### config.mk
export PLATFORM = sky130hd
export DESIGN_NAME = ascii_command_frame_parser
export DESIGN_NICKNAME = d
export VERILOG_FILES = /design/src/rtl/acfp_pkg.sv /design/src/rtl/ascii_command_frame_parser.sv
export SDC_FILE = /design/constraint.sdc
export NUM_CORES = 1
export LEC_CHECK = 0
export BUFFER_PORTS_ARGS = -buffer_cell sky130_fd_sc_hd__buf_2
export CORE_MARGIN = 5
export CORE_UTILIZATION = 30
export CTS_BUF_LIST = sky130_fd_sc_hd__clkbuf_2
export CTS_CLUSTER_SIZE = 40
export DETAILED_ROUTE_END_ITERATION = 10
export PLACE_DENSITY = 0.49
export SYNTH_ARGS = -nofsm -noshare
export SYNTH_HDL_FRONTEND = slang
export SYNTH_SLANG_ARGS = --single-unit
### constraint.sdc
create_clock -name clk -period 5.3 [get_ports clk]
set_input_delay 0.265 -clock clk [delete_from_list [all_inputs] [get_ports clk]]
set_output_delay 0.265 -clock clk [all_outputs]
set_load 0.1 [all_outputs]
### src/rtl/acfp_pkg.sv
`default_nettype none
package acfp_pkg;

  typedef enum logic [2:0] {
    PH_HUNT   = 3'd0,
    PH_HEADER = 3'd1,
    PH_TYPE   = 3'd2,
    PH_ACCESS = 3'd3,
    PH_FIELD  = 3'd4,
    PH_SKIP   = 3'd5,
    PH_TAIL   = 3'd6
  } phase_t;

  typedef enum logic [1:0] {
    REG_HEADER_FIRST  = 2'd0,
    REG_HEADER_SECOND = 2'd1,
    REG_HEADER_THIRD  = 2'd2,
    REG_IO_DISABLED   = 2'd3
  } reg_idx_t;

  typedef logic [10:0] param_t;

  localparam logic [7:0] CH_HASH  = 8'h23;
  localparam logic [7:0] CH_COMMA = 8'h2C;
  localparam logic [7:0] CH_SPACE = 8'h20;
  localparam logic [7:0] CH_PLUS  = 8'h2B;
  localparam logic [7:0] CH_MINUS = 8'h2D;
  localparam logic [7:0] CH_ZERO  = 8'h30;
  localparam logic [7:0] CH_NINE  = 8'h39;
  localparam logic [7:0] CH_UPPER_A = 8'h41;
  localparam logic [7:0] CH_UPPER_D = 8'h44;

  localparam logic [7:0] HEADER_FIRST_RST  = 8'd65;
  localparam logic [7:0] HEADER_SECOND_RST = 8'd66;
  localparam logic [7:0] HEADER_THIRD_RST  = 8'd84;

  localparam logic [1:0] KIND_ANALOG  = 2'd0;
  localparam logic [1:0] KIND_DIGITAL = 2'd1;
  localparam logic [1:0] KIND_OTHER   = 2'd2;

  function automatic param_t cond_negate(input param_t v, input logic neg);
    cond_negate = neg ? param_t'(~v + 11'd1) : v;
  endfunction

endpackage
`default_nettype wire

### src/rtl/ascii_command_frame_parser.sv
// ASCII command frame parser.
// Received bytes enter on the input channel (in_valid/in_ready, in_rx_byte),
// one per beat. The block hunts for the three-byte header set in the
// configuration registers, then decodes a type byte, an access byte and two
// signed decimal fields. Each '#' that closes a frame produces one beat on
// the result channel (out_valid/out_ready) carrying the decoded command, the
// blocked flag and a wrapping frame count. Frames longer than MAX_FRAME bytes
// are dropped without a result.
// An accepted byte is held in the input register and decoded from there once
// the result register is free; its '#' then loads the registered out_valid.
// The per-byte state update is a single pass of logic, so one byte is taken
// in every cycle as long as the result register is empty or is being drained.
// When the receiver stalls with a result pending, one more byte is held in the
// input register and in_ready drops until the result beat is taken.
// Reset (rst_n low, synchronous) empties both registers, returns the parser to
// header hunting, clears the frame count and restores the header defaults.
// The APB-style port writes and reads the four configuration registers; it
// should be written only while no frame is in progress.
`default_nettype none
module ascii_command_frame_parser #(
  parameter int MAX_FRAME = 64
) (
  input  wire logic                   clk,
  input  wire logic                   rst_n,
  input  wire logic                   in_valid,
  output logic                        in_ready,
  input  wire logic [7:0]             in_rx_byte,
  output logic                        out_valid,
  input  wire logic                   out_ready,
  output logic [1:0]                  out_command_kind,
  output logic [7:0]                  out_access_byte,
  output acfp_pkg::param_t            out_first_param,
  output acfp_pkg::param_t            out_second_param,
  output logic                        out_blocked,
  output logic [15:0]                 out_frame_number,
  input  wire logic                   psel,
  input  wire logic                   penable,
  input  wire logic                   pwrite,
  input  wire logic [3:0]             paddr,
  input  wire logic [31:0]            pwdata,
  output logic [31:0]                 prdata,
  output logic                        pready
);
  import acfp_pkg::*;

  localparam int FLEN_W = $clog2(MAX_FRAME + 1);
  localparam logic [FLEN_W-1:0] FLEN_MAX = FLEN_W'(MAX_FRAME);
  localparam logic [FLEN_W-1:0] FLEN_ONE = FLEN_W'(1);

  logic [7:0] header_first_r, header_second_r, header_third_r;
  logic       io_disabled_r;

  logic       st_valid_r;
  logic [7:0] st_byte_r;
  logic       fire;

  phase_t            phase_r, phase_nxt;
  logic [1:0]        header_pos_r, header_pos_nxt;
  logic              field_sel_r, field_sel_nxt;
  logic [1:0]        field_chars_r, field_chars_nxt;
  logic              digits_done_r, digits_done_nxt;
  logic              field_negative_r, field_negative_nxt;
  param_t            first_value_r, first_value_nxt;
  param_t            second_value_r, second_value_nxt;
  logic [7:0]        type_char_r, type_char_nxt;
  logic [7:0]        access_char_r, access_char_nxt;
  logic [FLEN_W-1:0] frame_length_r, frame_length_nxt;
  logic [15:0]       frames_seen_r, frames_seen_nxt;
  logic              emit;

  logic              out_valid_r;
  logic [1:0]        kind_r, kind_nxt;
  logic [7:0]        access_out_r;
  param_t            first_out_r, second_out_r;
  logic              blocked_r, blocked_nxt;
  logic [15:0]       frame_number_r;

  logic       cfg_write;
  reg_idx_t   cfg_idx;

  assign cfg_write = psel && penable && pwrite;
  assign cfg_idx   = reg_idx_t'(paddr[3:2]);
  assign pready    = 1'b1;

  always_comb begin
    unique case (cfg_idx)
      REG_HEADER_FIRST:  prdata = {24'd0, header_first_r};
      REG_HEADER_SECOND: prdata = {24'd0, header_second_r};
      REG_HEADER_THIRD:  prdata = {24'd0, header_third_r};
      REG_IO_DISABLED:   prdata = {31'd0, io_disabled_r};
      default:           prdata = 32'd0;
    endcase
  end

  always_ff @(posedge clk) begin
    if (!rst_n) begin
      header_first_r  <= HEADER_FIRST_RST;
      header_second_r <= HEADER_SECOND_RST;
      header_third_r  <= HEADER_THIRD_RST;
      io_disabled_r   <= 1'b0;
    end else if (cfg_write) begin
      unique case (cfg_idx)
        REG_HEADER_FIRST:  header_first_r  <= pwdata[7:0];
        REG_HEADER_SECOND: header_second_r <= pwdata[7:0];
        REG_HEADER_THIRD:  header_third_r  <= pwdata[7:0];
        REG_IO_DISABLED:   io_disabled_r   <= pwdata[0];
        default: ;
      endcase
    end
  end

  assign fire     = st_valid_r && (!out_valid_r || out_ready);
  assign in_ready = !st_valid_r || fire;

  always_ff @(posedge clk) begin
    if (!rst_n) begin
      st_valid_r <= 1'b0;
    end else if (in_ready) begin
      st_valid_r <= in_valid;
    end
  end

  always_ff @(posedge clk) begin
    if (in_valid && in_ready) begin
      st_byte_r <= in_rx_byte;
    end
  end

  always_comb begin
    logic [7:0] b;
    logic [7:0] want;
    param_t     cur;
    b = st_byte_r;
    want = 8'd0;
    cur = 11'd0;
    phase_nxt          = phase_r;
    header_pos_nxt     = header_pos_r;
    field_sel_nxt      = field_sel_r;
    field_chars_nxt    = field_chars_r;
    digits_done_nxt    = digits_done_r;
    field_negative_nxt = field_negative_r;
    first_value_nxt    = first_value_r;
    second_value_nxt   = second_value_r;
    type_char_nxt      = type_char_r;
    access_char_nxt    = access_char_r;
    frame_length_nxt   = frame_length_r;
    frames_seen_nxt    = frames_seen_r;
    emit               = 1'b0;
    if (fire) begin
      if (phase_nxt != PH_HUNT) begin
        if (frame_length_nxt >= FLEN_MAX) begin
          phase_nxt = PH_HUNT;
        end else begin
          frame_length_nxt = frame_length_nxt + FLEN_ONE;
        end
      end
      if (phase_nxt == PH_HUNT) begin
        if (b == header_first_r) begin
          phase_nxt          = PH_HEADER;
          header_pos_nxt     = 2'd1;
          frame_length_nxt   = FLEN_ONE;
          field_sel_nxt      = 1'b0;
          field_chars_nxt    = 2'd0;
          digits_done_nxt    = 1'b0;
          field_negative_nxt = 1'b0;
          first_value_nxt    = 11'd0;
          second_value_nxt   = 11'd0;
          type_char_nxt      = 8'd0;
          access_char_nxt    = 8'd0;
        end
      end else if (phase_nxt == PH_HEADER) begin
        want = (header_pos_nxt == 2'd1) ? header_second_r : header_third_r;
        if (b != want) begin
          phase_nxt = PH_HUNT;
        end else begin
          header_pos_nxt = header_pos_nxt + 2'd1;
          if (header_pos_nxt == 2'd3) begin
            phase_nxt = PH_TYPE;
          end
        end
      end else if (b == CH_SPACE) begin
        phase_nxt = phase_nxt;
      end else if (b == CH_HASH) begin
        if (phase_nxt == PH_FIELD) begin
          if (field_sel_nxt) begin
            second_value_nxt = cond_negate(second_value_nxt, field_negative_nxt);
          end else begin
            first_value_nxt = cond_negate(first_value_nxt, field_negative_nxt);
          end
          field_negative_nxt = 1'b0;
        end
        emit            = 1'b1;
        frames_seen_nxt = frames_seen_r + 16'd1;
        phase_nxt       = PH_HUNT;
      end else begin
        case (phase_nxt)
          PH_TYPE: begin
            type_char_nxt = b;
            phase_nxt     = PH_ACCESS;
          end
          PH_ACCESS: begin
            access_char_nxt    = b;
            field_sel_nxt      = 1'b0;
            field_chars_nxt    = 2'd0;
            digits_done_nxt    = 1'b0;
            field_negative_nxt = 1'b0;
            phase_nxt          = PH_FIELD;
          end
          PH_FIELD: begin
            if (b == CH_COMMA) begin
              if (field_sel_nxt) begin
                second_value_nxt = cond_negate(second_value_nxt, field_negative_nxt);
                phase_nxt        = PH_TAIL;
              end else begin
                first_value_nxt    = cond_negate(first_value_nxt, field_negative_nxt);
                field_sel_nxt      = 1'b1;
                field_chars_nxt    = 2'd0;
                digits_done_nxt    = 1'b0;
                phase_nxt          = PH_FIELD;
              end
              field_negative_nxt = 1'b0;
            end else begin
              cur = field_sel_nxt ? second_value_nxt : first_value_nxt;
              if (field_chars_nxt == 2'd0 && (b == CH_MINUS || b == CH_PLUS)) begin
                field_negative_nxt = (b == CH_MINUS);
              end else if (!digits_done_nxt && b >= CH_ZERO && b <= CH_NINE) begin
                cur = (cur << 3) + (cur << 1) + {7'd0, b[3:0]};
              end else begin
                digits_done_nxt = 1'b1;
              end
              field_chars_nxt = field_chars_nxt + 2'd1;
              if (field_chars_nxt == 2'd3) begin
                cur                = cond_negate(cur, field_negative_nxt);
                field_negative_nxt = 1'b0;
                phase_nxt          = PH_SKIP;
              end
              if (field_sel_nxt) begin
                second_value_nxt = cur;
              end else begin
                first_value_nxt = cur;
              end
            end
          end
          PH_SKIP: begin
            if (field_sel_nxt) begin
              phase_nxt = PH_TAIL;
            end else begin
              field_sel_nxt      = 1'b1;
              field_chars_nxt    = 2'd0;
              digits_done_nxt    = 1'b0;
              field_negative_nxt = 1'b0;
              phase_nxt          = PH_FIELD;
            end
          end
          default: phase_nxt = phase_nxt;
        endcase
      end
    end
  end

  always_comb begin
    if (type_char_nxt == CH_UPPER_A) begin
      kind_nxt = KIND_ANALOG;
    end else if (type_char_nxt == CH_UPPER_D) begin
      kind_nxt = KIND_DIGITAL;
    end else begin
      kind_nxt = KIND_OTHER;
    end
    blocked_nxt = (kind_nxt != KIND_OTHER) &&
                  (($signed(first_value_nxt) < $signed(11'sd2)) || io_disabled_r);
  end

  always_ff @(posedge clk) begin
    if (!rst_n) begin
      phase_r          <= PH_HUNT;
      header_pos_r     <= 2'd0;
      field_sel_r      <= 1'b0;
      field_chars_r    <= 2'd0;
      digits_done_r    <= 1'b0;
      field_negative_r <= 1'b0;
      first_value_r    <= 11'd0;
      second_value_r   <= 11'd0;
      type_char_r      <= 8'd0;
      access_char_r    <= 8'd0;
      frame_length_r   <= '0;
      frames_seen_r    <= 16'd0;
    end else begin
      phase_r          <= phase_nxt;
      header_pos_r     <= header_pos_nxt;
      field_sel_r      <= field_sel_nxt;
      field_chars_r    <= field_chars_nxt;
      digits_done_r    <= digits_done_nxt;
      field_negative_r <= field_negative_nxt;
      first_value_r    <= first_value_nxt;
      second_value_r   <= second_value_nxt;
      type_char_r      <= type_char_nxt;
      access_char_r    <= access_char_nxt;
      frame_length_r   <= frame_length_nxt;
      frames_seen_r    <= frames_seen_nxt;
    end
  end

  always_ff @(posedge clk) begin
    if (!rst_n) begin
      out_valid_r <= 1'b0;
    end else if (emit) begin
      out_valid_r <= 1'b1;
    end else if (out_ready) begin
      out_valid_r <= 1'b0;
    end
  end

  always_ff @(posedge clk) begin
    if (emit) begin
      kind_r         <= kind_nxt;
      access_out_r   <= access_char_nxt;
      first_out_r    <= first_value_nxt;
      second_out_r   <= second_value_nxt;
      blocked_r      <= blocked_nxt;
      frame_number_r <= frames_seen_nxt;
    end
  end

  assign out_valid        = out_valid_r;
  assign out_command_kind = kind_r;
  assign out_access_byte  = access_out_r;
  assign out_first_param  = first_out_r;
  assign out_second_param = second_out_r;
  assign out_blocked      = blocked_r;
  assign out_frame_number = frame_number_r;

endmodule
`default_nettype wire

# Word-level counts from Yosys, hierarchy flattened
# Index checks and enable logic that the tools add are counted.
# W data, S select, Z words.
dict set report classes {
  reduce_logical 31
  muxes 129
  eq_ne 31
  n_bitwise 3
  order_cmp 4
  n_addsub 9
}
# op n
set ops {}
lappend ops {{$mux W11} 36}
lappend ops {{$pmux W32 S4} 1}
lappend ops {{$mux W8} 15}
lappend ops {{$mux W16} 5}
lappend ops {{$eq A8 B6 Y1 const B} 5}
lappend ops {{$mux W1} 37}
lappend ops {{$mux W3} 12}
lappend ops {{$add A11 B1 Y11 const B} 3}
lappend ops {{$not A11 Y11} 3}
lappend ops {{$mux W2} 14}
lappend ops {{$mux W7} 4}
lappend ops {{$add A16 B1 Y16 const B} 1}
lappend ops {{$eq A8 B7 Y1 const B} 2}
lappend ops {{$reduce_and A7 Y1} 2}
lappend ops {{$ne A4 B4 Y1 const B} 3}
lappend ops {{$pmux W3 S4} 1}
lappend ops {{$add A11 B11 Y11} 1}
lappend ops {{$add A11 B4 Y11} 1}
lappend ops {{$lt A11 B3 Y1 const B} 1}
lappend ops {{$ne A2 B2 Y1 const B} 5}
lappend ops {{$pmux W1 S3} 3}
lappend ops {{$eq A2 B2 Y1 const B} 4}
lappend ops {{$eq A8 B8 Y1} 1}
lappend ops {{$ge A8 B6 Y1 const B} 1}
lappend ops {{other kinds (24)} 46}
dict set report totals {
  output_inout_bits 84
  input_bits 51
  word_cells 232
  register_bits 155
}

# Logic depth before layout (Yosys ltp)
# Gate-level depths: netlist of run 1.
dict set report logic_depth {
  word_depth 27
  mapped_depth 18
  ltp_nobuf 15
}

# Worst setup path after synthesis of run 1
# Ideal clock, no wire load.
dict set report synth_path {
  path_type {register -> register}
  startpoint {register st_byte_r[4]}
  endpoint {register access_out_r[0] (netlist: out_access_byte[0]), enable pin}
  stages_incl_launch_ff 8
  t_arrival_ps 5142
  slack_ps -357
  period_less_slack_ps 5657
  n_path_buf 4
  required_ps 4784
  setup_time_ps 516
  path_cell_list {edfxtp_1 > buf_6 > or4b_1 > buf_2 > or2_0 > buf_2 > clkbuf_1 > nor3_1}
}
dict set report synth_via {
  elab_chain_cells 6
  elab_cells_between_ends 7
  cone_classes {eq/ne (2); mux (5)}
}
# item line_no
set synth_lines {}
lappend synth_lines {{from (decl)} ascii_command_frame_parser.sv:54} ;# logic [7:0] st_byte_r;
lappend synth_lines {{from (signal assigned)} ascii_command_frame_parser.sv:125} ;# st_byte_r <= in_rx_byte;
lappend synth_lines {{$eq A8 B6 Y1} ascii_command_frame_parser.sv:183} ;# end else if (b == CH_HASH) begin
lappend synth_lines {{$mux W1} ascii_command_frame_parser.sv:183}
lappend synth_lines {{$mux W1 *} ascii_command_frame_parser.sv:181} ;# end else if (b == CH_SPACE) begin
lappend synth_lines {{$mux W1 *} ascii_command_frame_parser.sv:171} ;# end else if (phase_nxt == PH_HEADER) begin
lappend synth_lines {{$mux W1 *} ascii_command_frame_parser.sv:157} ;# if (phase_nxt == PH_HUNT) begin
lappend synth_lines {{$mux W1 *} ascii_command_frame_parser.sv:149} ;# if (fire) begin
lappend synth_lines {{named net emit} ascii_command_frame_parser.sv:69} ;# logic emit;
lappend synth_lines {{to (signal assigned)} ascii_command_frame_parser.sv:316} ;# access_out_r <= access_char_nxt;
lappend synth_lines {{to (decl)} ascii_command_frame_parser.sv:73} ;# logic [7:0] access_out_r;
# The timed path passes the listed nets; every way through them passes the cells marked *.
# A chain may end at the register's enable or synchronous reset.

# Worst setup path in the final report of run 1
dict set report layout_path {
  startpoint {register field_sel_r}
  endpoint {register blocked_r (netlist: out_blocked) (data pin)}
}
dict set report layout_via {
  elab_chain_cells 27
  elab_cells_between_ends 29
  cone_classes {add/sub (3); order compare (1); mux (22); bitwise (1); reduce/logical (2)}
}
# item line_no
set layout_lines {}
lappend layout_lines {{from (decl)} ascii_command_frame_parser.sv:59} ;# logic field_sel_r, field_sel_nxt;
lappend layout_lines {{from (signal assigned)} ascii_command_frame_parser.sv:290} ;# field_sel_r <= field_sel_nxt;
lappend layout_lines {{$mux W11} ascii_command_frame_parser.sv:223} ;# cur = field_sel_nxt ? second_value_nxt : first_value_nxt;
lappend layout_lines {{$add A11 B11 Y11} ascii_command_frame_parser.sv:227} ;# cur = (cur << 3) + (cur << 1) + {7'd0, b[3:0]};
lappend layout_lines {{$add A11 B4 Y11} ascii_command_frame_parser.sv:227}
lappend layout_lines {{$mux W11} ascii_command_frame_parser.sv:226} ;# end else if (!digits_done_nxt && b >= CH_ZERO && b <= CH_NINE) begin
lappend layout_lines {{$mux W11} ascii_command_frame_parser.sv:224} ;# if (field_chars_nxt == 2'd0 && (b == CH_MINUS || b == CH_PLUS)) begin
lappend layout_lines {{$mux W11} ascii_command_frame_parser.sv:210} ;# if (b == CH_COMMA) begin
lappend layout_lines {{$mux W11} ascii_command_frame_parser.sv:196} ;# case (phase_nxt)
lappend layout_lines {{$mux W11} ascii_command_frame_parser.sv:183}
lappend layout_lines {{[13 not listed]} n/a}
lappend layout_lines {{$mux W11 *} ascii_command_frame_parser.sv:171}
lappend layout_lines {{$mux W11 *} ascii_command_frame_parser.sv:157}
lappend layout_lines {{$mux W11 *} ascii_command_frame_parser.sv:149}
lappend layout_lines {{named net first_value_nxt[8]} ascii_command_frame_parser.sv:63} ;# param_t first_value_r, first_value_nxt;
lappend layout_lines {{$lt A11 B3 Y1 *} ascii_command_frame_parser.sv:270} ;# (($signed(first_value_nxt) < $signed(11'sd2)) || io_disabled_r);
lappend layout_lines {{$logic_or A1 B1 Y1 *} ascii_command_frame_parser.sv:270}
lappend layout_lines {{$logic_and A1 B1 Y1 *} ascii_command_frame_parser.sv:269} ;# blocked_nxt = (kind_nxt != KIND_OTHER) &&
lappend layout_lines {{named net blocked_nxt} ascii_command_frame_parser.sv:75} ;# logic blocked_r, blocked_nxt;
lappend layout_lines {{to (signal assigned)} ascii_command_frame_parser.sv:319} ;# blocked_r <= blocked_nxt;
lappend layout_lines {{to (decl)} ascii_command_frame_parser.sv:75}
# The timed path passes the listed nets; every way through them passes the cells marked *. The select of a mux whose other input is x is not followed.

==> qor_table.md, run 1 <==
| Metric | Value |
|---|---|
| Status | finished clean |
| Post-synthesis compound-gate area fraction | 17.62% |
| Post-synth EDFFs | 57 |
| Count of clock tree sinks | 155 |
| First-pass GRT wire length | 44420 um |
| Overall power consumption | 2.255 mW |
| Arrival time of data at the critical path endpoint | 5.41 ns |
| Via total after detailed routing | 8175 |
| Final Max Slew Viols | 0 |
| Post-synthesis sequential element count | 155 |
| Resized cells post-CTS | 0 |
| Register-to-register setup slack | 0.51 ns |
| Kind of start point of the critical path | flop |
| Startpoint-to-endpoint class of the critical path | reg -> reg |
| Clock Latency Late Sink | 0.77 ns |
| Max Cap Viol | 0 |
| Post-route fraction of the period consumed by the critical path | 90.30% |
| Hold Fails Final Rpt | 0 |
| Final hold slack | 0.1217 ns |
| Worst setup skew after layout | 0.04403 ns |
| Multiplexer share of the synthesized area | 5.870% |
| Initial antenna violation count | 1 |
| Area growth from synthesis to final layout | 15.79% |
| Total of warnings raised by yosys | 0 |
| CTS Buffer Depth | 2 |
| Iter 0 DRT Violations | 667 |
| Final non-filler cell total | 1577 |
| Final weighted congestion of routability-driven global placement | 0.9025 |
| CTS tree | yes |
| Worst ir drop on vdd | 139.9 uV |
| Sequential area share after synthesis | 39.80% |
| Detail-routed net length per standard cell | 18.19 um |
| H-tree Lvls | 4 |
| Number of global-route vias before repair | 7896 |
| Min-Delay Path Class | in -> reg |
| Headroom to the max-slew limit | 29.02% |
| WHS Path Cells | 4 |
| Total number of placement rows | 64 |
| DRC violation count after routing | 0 |
| Power Density | 211.0 nW/um^2 |
| Minimum clock period after layout | 4.786 ns |
| Mean number of vias per cell | 5.184 |
| Main combinational cell family by area after synthesis | simple AND/OR/NAND/NOR gates |
| Mean post-synth cell area | 8.723 um^2 |
| Global-route usage over all layers | 16.55% |
| I/O pin count | 135 |
| Slew at the pin with the worst max-slew slack | 1.057 ns |
| Hold-fix buffers, CTS | 35 |
| DIE AREA | 34370 um^2 |
| Number of nets with antenna violations after detailed routing | 0 |
| Leakage power figure | 4.100 nW |
| Crit path setup slack, layout | 0.5142 ns |
| RSZ-0062 raised after global routing | no |
| Inserted Clock Buffers | 17 |
| Pre-CTS setup slack | 0.5716 ns |
| Post-layout net count | 1246 |
| Placed Instance Area | 10080 um^2 |
| XOR/XNOR Fraction of Synth Area | 5.599% |
| Final Core Density | 35.03% |
| R2R cell count | 16 |
| Launch point of the worst hold path | psel |
| Critical Path Sink Type | flop |
| Routed length on met1 | 12870 um |
| Reg2reg end | out_blocked |
| Half-perimeter wire length of the detailed placement result | 21220 um |
| Area fraction in and, or, nand and nor cells after synthesis | 21.24% |
| Data required time of the worst path | 5.92 ns |
| Cell count after synthesis | 1058 |
| Highest achievable clock rate | 0.2090 GHz |
| Final number of setup-violating endpoints | 0 |
| Largest net degree at the start of global routing | 55 |
| Largest driver fanout on the critical path | 23 |
| Die boundary width | 185.4 um |
| Uppermost layer routed | met4 |
| Unique cell type count in the Yosys netlist | 80 |
| Worst hold path endpoint | header_third_r[1] |
| Design area | 10690 um^2 |
| Netlist area before placement | 9229 um^2 |
| Setup tns final | 0 ns |
| Core Box Area | 30510 um^2 |
| Total length of routed wires | 28680 um |
| Met3 WL | 1482 um |
| Detailed-routed wire length on met2 | 13580 um |
| Adder-cell area share of the yosys netlist | 3.959% |
| Number of detailed-routing iterations run before antenna repair | 5 |
| Cell count after placement | 1509 |
| Number of post-CTS setup repair buffers | 0 |
| Die height | 185.4 um |
| Post-CTS clock slew at the launch and capture registers of the worst setup and hold paths | 0.27 ns |
| Number of port buffers | 83 |
| Launching point of the worst reg2reg path | field_sel_r |
| Fill count | 3177 |
| Clock root buffer master | sky130_fd_sc_hd__clkbuf_2 |
| Starting utilization of the core area | 30.25% |
| Fraction of registers with async set/reset | 0% |
| Total global routing overflow | 0 |
| Prevailing post-synth register cell | sky130_fd_sc_hd__dfxtp_1 |
| Share of post-route cells with drive strength above 1 | 14.92% |
[worst max-delay path by stage]
stage | startpoint | cells past startpoint | end
global route | field_sel_r | 16 | out_blocked
CTS | field_sel_r | 16 | out_blocked
floorplan | field_sel_r | 18 | out_blocked
detailed placement | field_sel_r | 16 | out_blocked
global placement | field_sel_r | 16 | out_blocked
finish | field_sel_r | 16 | out_blocked
[worst max-delay path: stages (launching register included)]
cell and delay, ns:
sky130_fd_sc_hd__dfxtp_1 0.51, sky130_fd_sc_hd__buf_4 0.31, sky130_fd_sc_hd__nand2_1 0.07, sky130_fd_sc_hd__o21ai_0 0.21, sky130_fd_sc_hd__ha_1 0.33, sky130_fd_sc_hd__ha_1 0.23, sky130_fd_sc_hd__fa_1 0.42, sky130_fd_sc_hd__a211oi_1 0.35
sky130_fd_sc_hd__nor2_1 0.11, sky130_fd_sc_hd__xnor2_1 0.21, sky130_fd_sc_hd__mux2i_1 0.15, sky130_fd_sc_hd__a211oi_1 0.47, sky130_fd_sc_hd__mux2i_1 0.29, sky130_fd_sc_hd__nor2_1 0.06, sky130_fd_sc_hd__a32o_1 0.30, sky130_fd_sc_hd__a2111o_1 0.41
sky130_fd_sc_hd__o41ai_2 0.19
[power breakdown]
part	internal [mW]	switching (mW)
sequential	1.24	0.00776
combinational	0.0689	0.205
clock	0.237	0.498
[placed cells by master, fill, tap and decap left out, types with 8 or more instances in the layout]
cell type / count
sky130_fd_sc_hd__buf_4: 37
sky130_fd_sc_hd__conb_1: 25
sky130_fd_sc_hd__and2_1: 46
sky130_fd_sc_hd__a21oi_1: 60
sky130_fd_sc_hd__nand2_1: 113
sky130_fd_sc_hd__nor4_1: 10
sky130_fd_sc_hd__dfxtp_1: 98
sky130_fd_sc_hd__a22o_1: 11
sky130_fd_sc_hd__mux2i_1: 44
sky130_fd_sc_hd__inv_1: 25
sky130_fd_sc_hd__xnor2_1: 38
sky130_fd_sc_hd__nor2b_1: 9
sky130_fd_sc_hd__edfxtp_1: 57
sky130_fd_sc_hd__nor3_1: 17
sky130_fd_sc_hd__or3_1: 8
sky130_fd_sc_hd__xor2_1: 21
sky130_fd_sc_hd__a21o_1: 8
sky130_fd_sc_hd__clkbuf_2: 17
sky130_fd_sc_hd__dlygate4sd3_1: 35
sky130_fd_sc_hd__a211oi_1: 10
sky130_fd_sc_hd__nor2_1: 112
sky130_fd_sc_hd__o21ai_0: 69
sky130_fd_sc_hd__buf_2: 83
sky130_fd_sc_hd__ha_1: 26
sky130_fd_sc_hd__nand3_1: 24
sky130_fd_sc_hd__a22oi_1: 10
sky130_fd_sc_hd__nand4_1: 18
sky130_fd_sc_hd__nand2b_1: 10
[logic make-up (layout without fill, tap and decap cells)]
kind of cell / Yosys count / in the layout
xor+xnor: 59 / 59
other cells: 2 / 26
fa+ha+maj: 28 / 28
flops: 155 / 155
mux: 52 / 52
compound gates: 246 / 246
buf+inv: 114 / 213
simple gates: 402 / 402
[layer usage]
layer | vias to the layer above | track usage, %
met5 | - | 0
met4 | 0 | 5.226
met3 | 56 | 2.887
met2 | 262 | 27.96
met1 | 3887 | 21.56
li1 | 3970 | -
[synthesized netlist by cell type, types with 26 or more instances]
master                     instances  share of area [%]
sky130_fd_sc_hd__inv_1            26                1.1
sky130_fd_sc_hd__a21oi_1          60                3.3
sky130_fd_sc_hd__nand2_1         113                4.6
sky130_fd_sc_hd__dfxtp_1          98                 21
sky130_fd_sc_hd__o21ai_0          69                3.7
sky130_fd_sc_hd__and2_1           46                3.1
sky130_fd_sc_hd__nor2_1          112                4.6
sky130_fd_sc_hd__xnor2_1          38                3.6
sky130_fd_sc_hd__clkbuf_1         50                2.0
sky130_fd_sc_hd__mux2i_1          44                4.8
sky130_fd_sc_hd__edfxtp_1         57                 19
sky130_fd_sc_hd__ha_1             26                3.5
[registers in the layout, indices dropped and copies added (netlist names), 2 cells and up]
register / cells
frame_length_r: 7
header_pos_r: 2
out_first_param: 11
st_byte_r: 8
out_access_byte: 8
second_value_r: 11
out_command_kind: 2
header_second_r: 8
type_char_r: 8
first_value_r: 11
header_first_r: 8
out_second_param: 11
phase_r: 3
out_frame_number: 16
frames_seen_r: 16
field_chars_r: 2
access_char_r: 8
header_third_r: 8
[area by class of cell]
cell class	instances	area [um^2]	share of cell area, %
well taps	396	495.5	4.636
inverters	26	97.59	0.9132
clock buffers	17	85.08	0.7962
multi-input cells	812	5116	47.87
clock inverters	15	172.7	1.616
diodes	1	2.502	0.02342
repair buffers	155	1044	9.765
flip-flops and latches	155	3674	34.38
Power figures use the tool's default switching activity.
==> inputs of run 2 (changes only) <==
--- a/config.mk
+++ b/config.mk
@@ -11,7 +11,7 @@
 export CTS_BUF_LIST = sky130_fd_sc_hd__clkbuf_2
 export CTS_CLUSTER_SIZE = 40
 export DETAILED_ROUTE_END_ITERATION = 10
-export PLACE_DENSITY = 0.49
+export PLACE_DENSITY = 0.47
 export SYNTH_ARGS = -nofsm -noshare
 export SYNTH_HDL_FRONTEND = slang
 export SYNTH_SLANG_ARGS = --single-unit
==> constraint.sdc (replaced) <==
create_clock -name clk -period 6.2 [get_ports clk]
set_input_delay 0.31 -clock clk [delete_from_list [all_inputs] [get_ports clk]]
set_output_delay 0.31 -clock clk [all_outputs]
set_load 0.1 [all_outputs]
==> run 2 against run 1 <==
Effect of this change: sequential share of layout area increased by 0.82 points; critical endpoint unchanged; sequential power decreased by 14%; fmax decreased by 6.9%; cell count decreased by 1.8%; largest power group unchanged; clock-buffer cell count increased by 1.
==> qor_table.md, run 2 (same netlist as run 1, synthesis figures left out) <==
| Metric | Value | Change |
|---|---|---|
| R2R cell count | 15 | -1 |
| Clock root buffer master | sky130_fd_sc_hd__clkbuf_2 |  |
| Internal power summed over all cells | 1.340 mW | -13% |
| Starting utilization of the core area | 30.25% | unchanged |
| Area growth from synthesis to final layout | 13.08% |  |
| Final weighted congestion of routability-driven global placement | 0.9025 | unchanged |
| I/O pin count | 135 | unchanged |
| Final Max Slew Viols | 0 | unchanged |
| Design area | 10440 um^2 | -2.3% |
| Crit. Startpoint | st_byte_r[4] |  |
| Post-layout net count | 1217 | -2.3% |
| Number of nets with antenna violations after detailed routing | 0 | unchanged |
| Highest achievable clock rate | 0.1945 GHz | -6.9% |
| Die boundary width | 185.4 um | unchanged |
| Launching point of the worst reg2reg path | st_byte_r[4] |  |
| Share of post-route cells with drive strength above 1 | 13.64% | -1.3 points |
| Part of the power in combinational logic | 11.2% | -0.9 points |
| Overall power consumption | 1.914 mW | -15% |
| H-tree Lvls | 4 | unchanged |
| Final Core Density | 34.21% | -0.82 points |
| Iter 0 DRT Violations | 721 | +8.1% |
| Total length of routed wires | 28510 um | -0.58% |
| Clk network pwr share | 32.4% | -0.2 points |
| Critical path, cell by cell | nor2b_1 -> nand4_1 -> buf_4 -> o21ai_0 -> ha_1 -> or4b_2 -> a211oi_1 -> nand2_1 -> o21a_1 -> a211oi_1 -> mux2i_1 -> nor2_1 -> a32o_1 -> a2111o_1 -> o41ai_2 |  |
| Worst setup skew after layout | 0.06810 ns | +0.02407 ns |
| Leakage power figure | 3.991 nW | -2.7% |
| Biggest cell delay along the critical path | 0.68 ns | +0.17 ns |
| Pre-CTS setup slack | 1.152 ns | +0.5803 ns |
| Global-route usage over all layers | 16.38% | -0.17 points |
| Commonest non-fill, non-tap cell in the layout | sky130_fd_sc_hd__nand2_1 |  |
| Minimum clock period after layout | 5.141 ns | +0.3552 ns |
| Status | finished clean |  |
| Critical Path Sink Type | flop |  |
| Number of global-route vias before repair | 7748 | -1.9% |
| Final number of setup-violating endpoints | 0 | unchanged |
| Setup tns final | 0 ns | unchanged |
| DRC violation count after routing | 0 | unchanged |
| First-pass GRT wire length | 44020 um | -0.92% |
| Cell count after placement | 1492 | -1.1% |
| Fraction of power spent switching nets | 29.95% | -1.6 points |
| Hold Fails Final Rpt | 0 | unchanged |
| Placed Instance Area | 9942 um^2 | -1.3% |
| Detail-routed net length per standard cell | 18.41 um | +1.2% |
| Total number of placement rows | 64 | unchanged |
| Crit path setup slack, layout | 1.059 ns | +0.5448 ns |
| Largest driver fanout on the critical path | 12 | -48% |
| Resized cells post-CTS | 0 | unchanged |
| Hold-fix buffers, CTS | 23 | -34% |
| Data required time of the worst path | 6.72 ns | +0.80 ns |
| Power Density | 183.4 nW/um^2 | -13% |
| Largest net degree at the start of global routing | 55 | unchanged |
| CTS tree | yes |  |
| Worst ir drop on vdd | 94.53 uV | -32% |
| Count of clock tree sinks | 155 | unchanged |
| Commonest cells after routing, fill and taps aside | sky130_fd_sc_hd__nand2_1, sky130_fd_sc_hd__nor2_1, sky130_fd_sc_hd__dfxtp_1 |  |
| Worst hold path endpoint | io_disabled_r |  |
| Min-Delay Path Class | in -> reg |  |
| Number of port buffers | 83 | unchanged |
| Clock Latency Late Sink | 0.75 ns | -0.02 ns |
| Headroom to the max-slew limit | 25.51% | -3.5 points |
| Core Box Area | 30510 um^2 | unchanged |
| Post-CTS clock slew at the launch and capture registers of the worst setup and hold paths | 0.24 ns | -0.03 ns |
| Kind of start point of the critical path | flop |  |
| Number of detailed-routing iterations run before antenna repair | 5 | unchanged |
| Dominant cell type by count on the critical path | sky130_fd_sc_hd__a211oi_1 |  |
| Die height | 185.4 um | unchanged |
| RSZ-0062 raised after global routing | no |  |
| Startpoint-to-endpoint class of the critical path | reg -> reg |  |
| Max Cap Viol | 0 | unchanged |
| Inserted Clock Buffers | 17 | unchanged |
| Register-to-register setup slack | 1.06 ns | +0.54 ns |
| Via total after detailed routing | 8026 | -1.8% |
| Reg2reg end | out_blocked |  |
| Total global routing overflow | 0 | unchanged |
| Slowest cell on the critical path | sky130_fd_sc_hd__edfxtp_1 |  |
| Half-perimeter wire length of the detailed placement result | 20690 um | -2.5% |
| Initial antenna violation count | 2 | +1 |
| Arrival time of data at the critical path endpoint | 5.66 ns | +0.25 ns |
| Slew at the pin with the worst max-slew slack | 1.109 ns | +0.05222 ns |
| WHS Path Cells | 5 | +1 |
| CTS Buffer Depth | 2 | unchanged |
| Net switching power of the design | 573.1 uW | -19% |
| Post-route fraction of the period consumed by the critical path | 82.92% | -7.4 points |
| Launch point of the worst hold path | paddr[2] |  |
| DIE AREA | 34370 um^2 | unchanged |
| Mean number of vias per cell | 5.181 | about the same |
| Final hold slack | 0.1438 ns | +0.02218 ns |
| Number of post-CTS setup repair buffers | 0 | unchanged |
| Final non-filler cell total | 1549 | -1.8% |
| Part of the total power dissipated in sequential elements | 56.3% | +1.0 points |
## run 2: worst max path at each step
stage | to | slack (ns)
2_1_floorplan | out_access_byte[0] | 0.54
3_3_place_gp | out_blocked | 1.23
3_5_place_dp | out_blocked | 1.15
4_1_cts | out_blocked | 1.11
5_1_grt | out_blocked | 0.67
6_report | out_blocked | 1.06
## run 2: critical path, delay by kind of cell, from the launching register on
family / cells / cell delay [ns]
AO/OA/AOI/OAI: 7 / 2.16
AND/OR/NAND/NOR: 5 / 1.26
flip-flops: 1 / 0.68
adder cells (fa/ha/maj): 1 / 0.34
multiplexers: 1 / 0.30
buffers and inverters: 1 / 0.22
## run 2: metal layers
metal	global-route usage [%]	part of all wire [%]	wire, um	vias to the layer above
met3	2.985	5.8	1646	47
met2	27.19	46	13220	255
li1	-	-	-	3916
met4	5.461	2.9	825	2
met1	21.54	45	12810	3806
met5	0	0.046	13	-
## run 2: final cells by class
type                       count  area, um^2
clock buffer                  18       90.09
fill                        3220       20070
clock inverter                14       168.9
inverter                      26       97.59
antenna                        2       5.005
sequential                   155        3674
tap                          396       495.5
timing repair buffer         126       795.8
multi-input combinational    812        5110
## run 2: power groups by stage
| stage | sequential [mW] | clock (mW) | combinational, mW |
|---|---|---|---|
| after global placement | 1.10 | 0 | 0.203 |
| final | 1.08 | 0.621 | 0.215 |
| after CTS | 1.08 | 0.652 | 0.215 |
| after global routing | 1.08 | 0.693 | 0.229 |
| after detailed placement | 1.10 | 0 | 0.203 |
| after floorplan | 1.08 | 0 | 0.182 |
==> inputs of run 3 (changes only) <==
==> constraint.sdc (replaced) <==
create_clock -name clk -period 4.8 [get_ports clk]
set_input_delay 0.24 -clock clk [delete_from_list [all_inputs] [get_ports clk]]
set_output_delay 0.24 -clock clk [all_outputs]
set_load 0.1 [all_outputs]
==> run 3 against run 2 <==
Effect of this change: sequential power rose by 28%; cell count increased by 2.5%; critical path depth grew 1; power grew 22%; die area stayed put; largest power group unchanged.
==> qor_table.md, run 3 (same netlist as run 1, synthesis figures left out) <==
| Metric | Value | Change |
|---|---|---|
| Half-perimeter wire length of the detailed placement result | 21540 um | +4.1% |
| Arrival time of data at the critical path endpoint | 5.01 ns | -0.65 ns |
| Count of clock tree sinks | 155 | unchanged |
| Total global routing overflow | 0 | unchanged |
| CTS tree | yes |  |
| Iter 0 DRT Violations | 583 | -19% |
| Setup tns final | 0 ns | unchanged |
| Mean number of vias per cell | 5.191 | +0.18% |
| Post-layout net count | 1256 | +3.2% |
| Total length of routed wires | 29100 um | +2.1% |
| Minimum clock period after layout | 4.421 ns | -0.7203 ns |
| Critical Path Sink Type | flop |  |
| Fill count | 3191 | -0.90% |
| Final weighted congestion of routability-driven global placement | 0.9115 | +1.0% |
| Number of detailed-routing iterations run before antenna repair | 6 | +1 |
| Core Box Area | 30510 um^2 | unchanged |
| Post-CTS clock slew at the launch and capture registers of the worst setup and hold paths | 0.27 ns | +0.03 ns |
| Pre-CTS setup slack | 0.2998 ns | -0.8520 ns |
| Share of post-route cells with drive strength above 1 | 16.64% | +3.0 points |
| Launch point of the worst hold path | pwrite |  |
| Number of nets with antenna violations after detailed routing | 0 | unchanged |
| First-pass GRT wire length | 45370 um | +3.1% |
| DIE AREA | 34370 um^2 | unchanged |
| Kind of start point of the critical path | flop |  |
| Launching point of the worst reg2reg path | field_sel_r |  |
| Post-route fraction of the period consumed by the critical path | 92.10% | +9.2 points |
| Highest achievable clock rate | 0.2262 GHz | +16% |
| Total number of placement rows | 64 | unchanged |
| Status | finished clean |  |
| Inserted Clock Buffers | 17 | unchanged |
| Final non-filler cell total | 1587 | +2.5% |
| DRC violation count after routing | 0 | unchanged |
| Starting utilization of the core area | 30.25% | unchanged |
| Commonest cells after routing, fill and taps aside | sky130_fd_sc_hd__nand2_1, sky130_fd_sc_hd__nor2_1, sky130_fd_sc_hd__dfxtp_1 |  |
| Worst setup skew after layout | 0.05125 ns | -0.01684 ns |
| Slew at the pin with the worst max-slew slack | 1.099 ns | -0.009558 ns |
| RSZ-0062 raised after global routing | no |  |
| Crit. Startpoint | field_sel_r |  |
| Initial antenna violation count | 1 | -1 |
| Data required time of the worst path | 5.39 ns | -1.33 ns |
| Power Density | 219.1 nW/um^2 | +20% |
| Leakage power figure | 4.147 nW | +3.9% |
| Number of global-route vias before repair | 8027 | +3.6% |
| Max Cap Viol | 0 | unchanged |
| Number of port buffers | 83 | unchanged |
| Largest driver fanout on the critical path | 6 | -6 |
| Largest net degree at the start of global routing | 55 | unchanged |
| Hold Fails Final Rpt | 0 | unchanged |
| Final Max Slew Viols | 0 | unchanged |
| Clock root buffer master | sky130_fd_sc_hd__clkbuf_2 |  |
| Clock Latency Late Sink | 0.74 ns | about the same |
| H-tree Lvls | 4 | unchanged |
| Die boundary width | 185.4 um | unchanged |
| I/O pin count | 135 | unchanged |
| CTS Buffer Depth | 2 | unchanged |
| Worst ir drop on vdd | 149.7 uV | +58% |
| Via total after detailed routing | 8238 | +2.6% |
| Startpoint-to-endpoint class of the critical path | reg -> reg |  |
| Cell count after placement | 1529 | +2.5% |
| Detail-routed net length per standard cell | 18.34 um | -0.39% |
| Headroom to the max-slew limit | 26.15% | +0.64 points |
| Crit path setup slack, layout | 0.3793 ns | -0.6797 ns |
| Die height | 185.4 um | unchanged |
| Min-Delay Path Class | in -> reg |  |
| Area growth from synthesis to final layout | 15.79% |  |
| Number of post-CTS setup repair buffers | 0 | unchanged |
| Final number of setup-violating endpoints | 0 | unchanged |
| Commonest non-fill, non-tap cell in the layout | sky130_fd_sc_hd__nand2_1 |  |
| Global-route usage over all layers | 16.89% | +0.51 points |
-- run 3: worst max-delay path, cell delays in order (launching register included) --
cell and delay (ns):
sky130_fd_sc_hd__dfxtp_4 0.44, sky130_fd_sc_hd__mux2i_2 0.31, sky130_fd_sc_hd__inv_1 0.08, sky130_fd_sc_hd__ha_1 0.29, sky130_fd_sc_hd__mux2i_1 0.19, sky130_fd_sc_hd__ha_2 0.27
sky130_fd_sc_hd__or4b_2 0.64, sky130_fd_sc_hd__a211oi_1 0.25, sky130_fd_sc_hd__nand2_1 0.11, sky130_fd_sc_hd__o21a_1 0.13, sky130_fd_sc_hd__a211oi_1 0.20, sky130_fd_sc_hd__buf_4 0.17
sky130_fd_sc_hd__mux2i_1 0.22, sky130_fd_sc_hd__nor2_1 0.07, sky130_fd_sc_hd__a32o_1 0.30, sky130_fd_sc_hd__a2111o_1 0.41, sky130_fd_sc_hd__o41ai_2 0.19
-- run 3: final timing paths --
path	depth (start not counted)	slack (ns)	to
worst min register to register	2	0.49	header_third_r[0]
worst max register to register	16	0.38	out_blocked
worst max-delay path	16	0.38	out_blocked
worst min-delay path	5	0.10	header_third_r[0]
-- run 3: metrics by stage --
stage / total power, mW / hold WS [ns] / util, % / area [um^2]
after detailed placement: 1.694 / 0.4184 / 33.52 / 10230
after global placement: 1.693 / 0.4191 / 33.52 / 10230
after floorplan: 1.635 / 0.3389 / - / 9321
after global routing: 2.458 / 0.04028 / 35.03 / 10690
final: 2.342 / 0.1018 / 35.03 / 10690
after CTS: 2.381 / 0.002589 / 34.98 / 10670
-- run 3: cell type report --
class                   count  area [um^2]  share of cell area (%)
multi-input cells         812         5124                   47.95
flip-flops and latches    155         3677                   34.41
repair buffers            165         1094                   10.23
well taps                 396        495.5                   4.636
clock inverters            15        111.4                   1.042
inverters                  26        97.59                  0.9132
clock buffers              17        85.08                  0.7962
diodes                      1        2.502                 0.02342
-- run 3: power by group --
part	switching [mW]	internal, mW	total (mW)	leakage [nW]
Combinational	0.228	0.0781	0.306	2.69
Clock	0.517	0.142	0.659	0.120
Sequential	0.00928	1.37	1.38	1.34
Total	0.754	1.59	2.34	4.15
-- run 3: metal layers --
metal | up-vias | part of all wire, % | track usage (%)
met1 | 3889 | 44 | 22.07
met5 | - | 0 | 0
met4 | 0 | 3.7 | 6.342
met2 | 293 | 47 | 28.06
li1 | 3986 | - | -
met3 | 70 | 5.6 | 2.828
-- run 3: repair_timing --
item                                    CTS  global route
hold buffers                             25             0
resized for setup                         0             7
endpoints found under the setup margin    0             1
hold endpoints to repair                 43             0
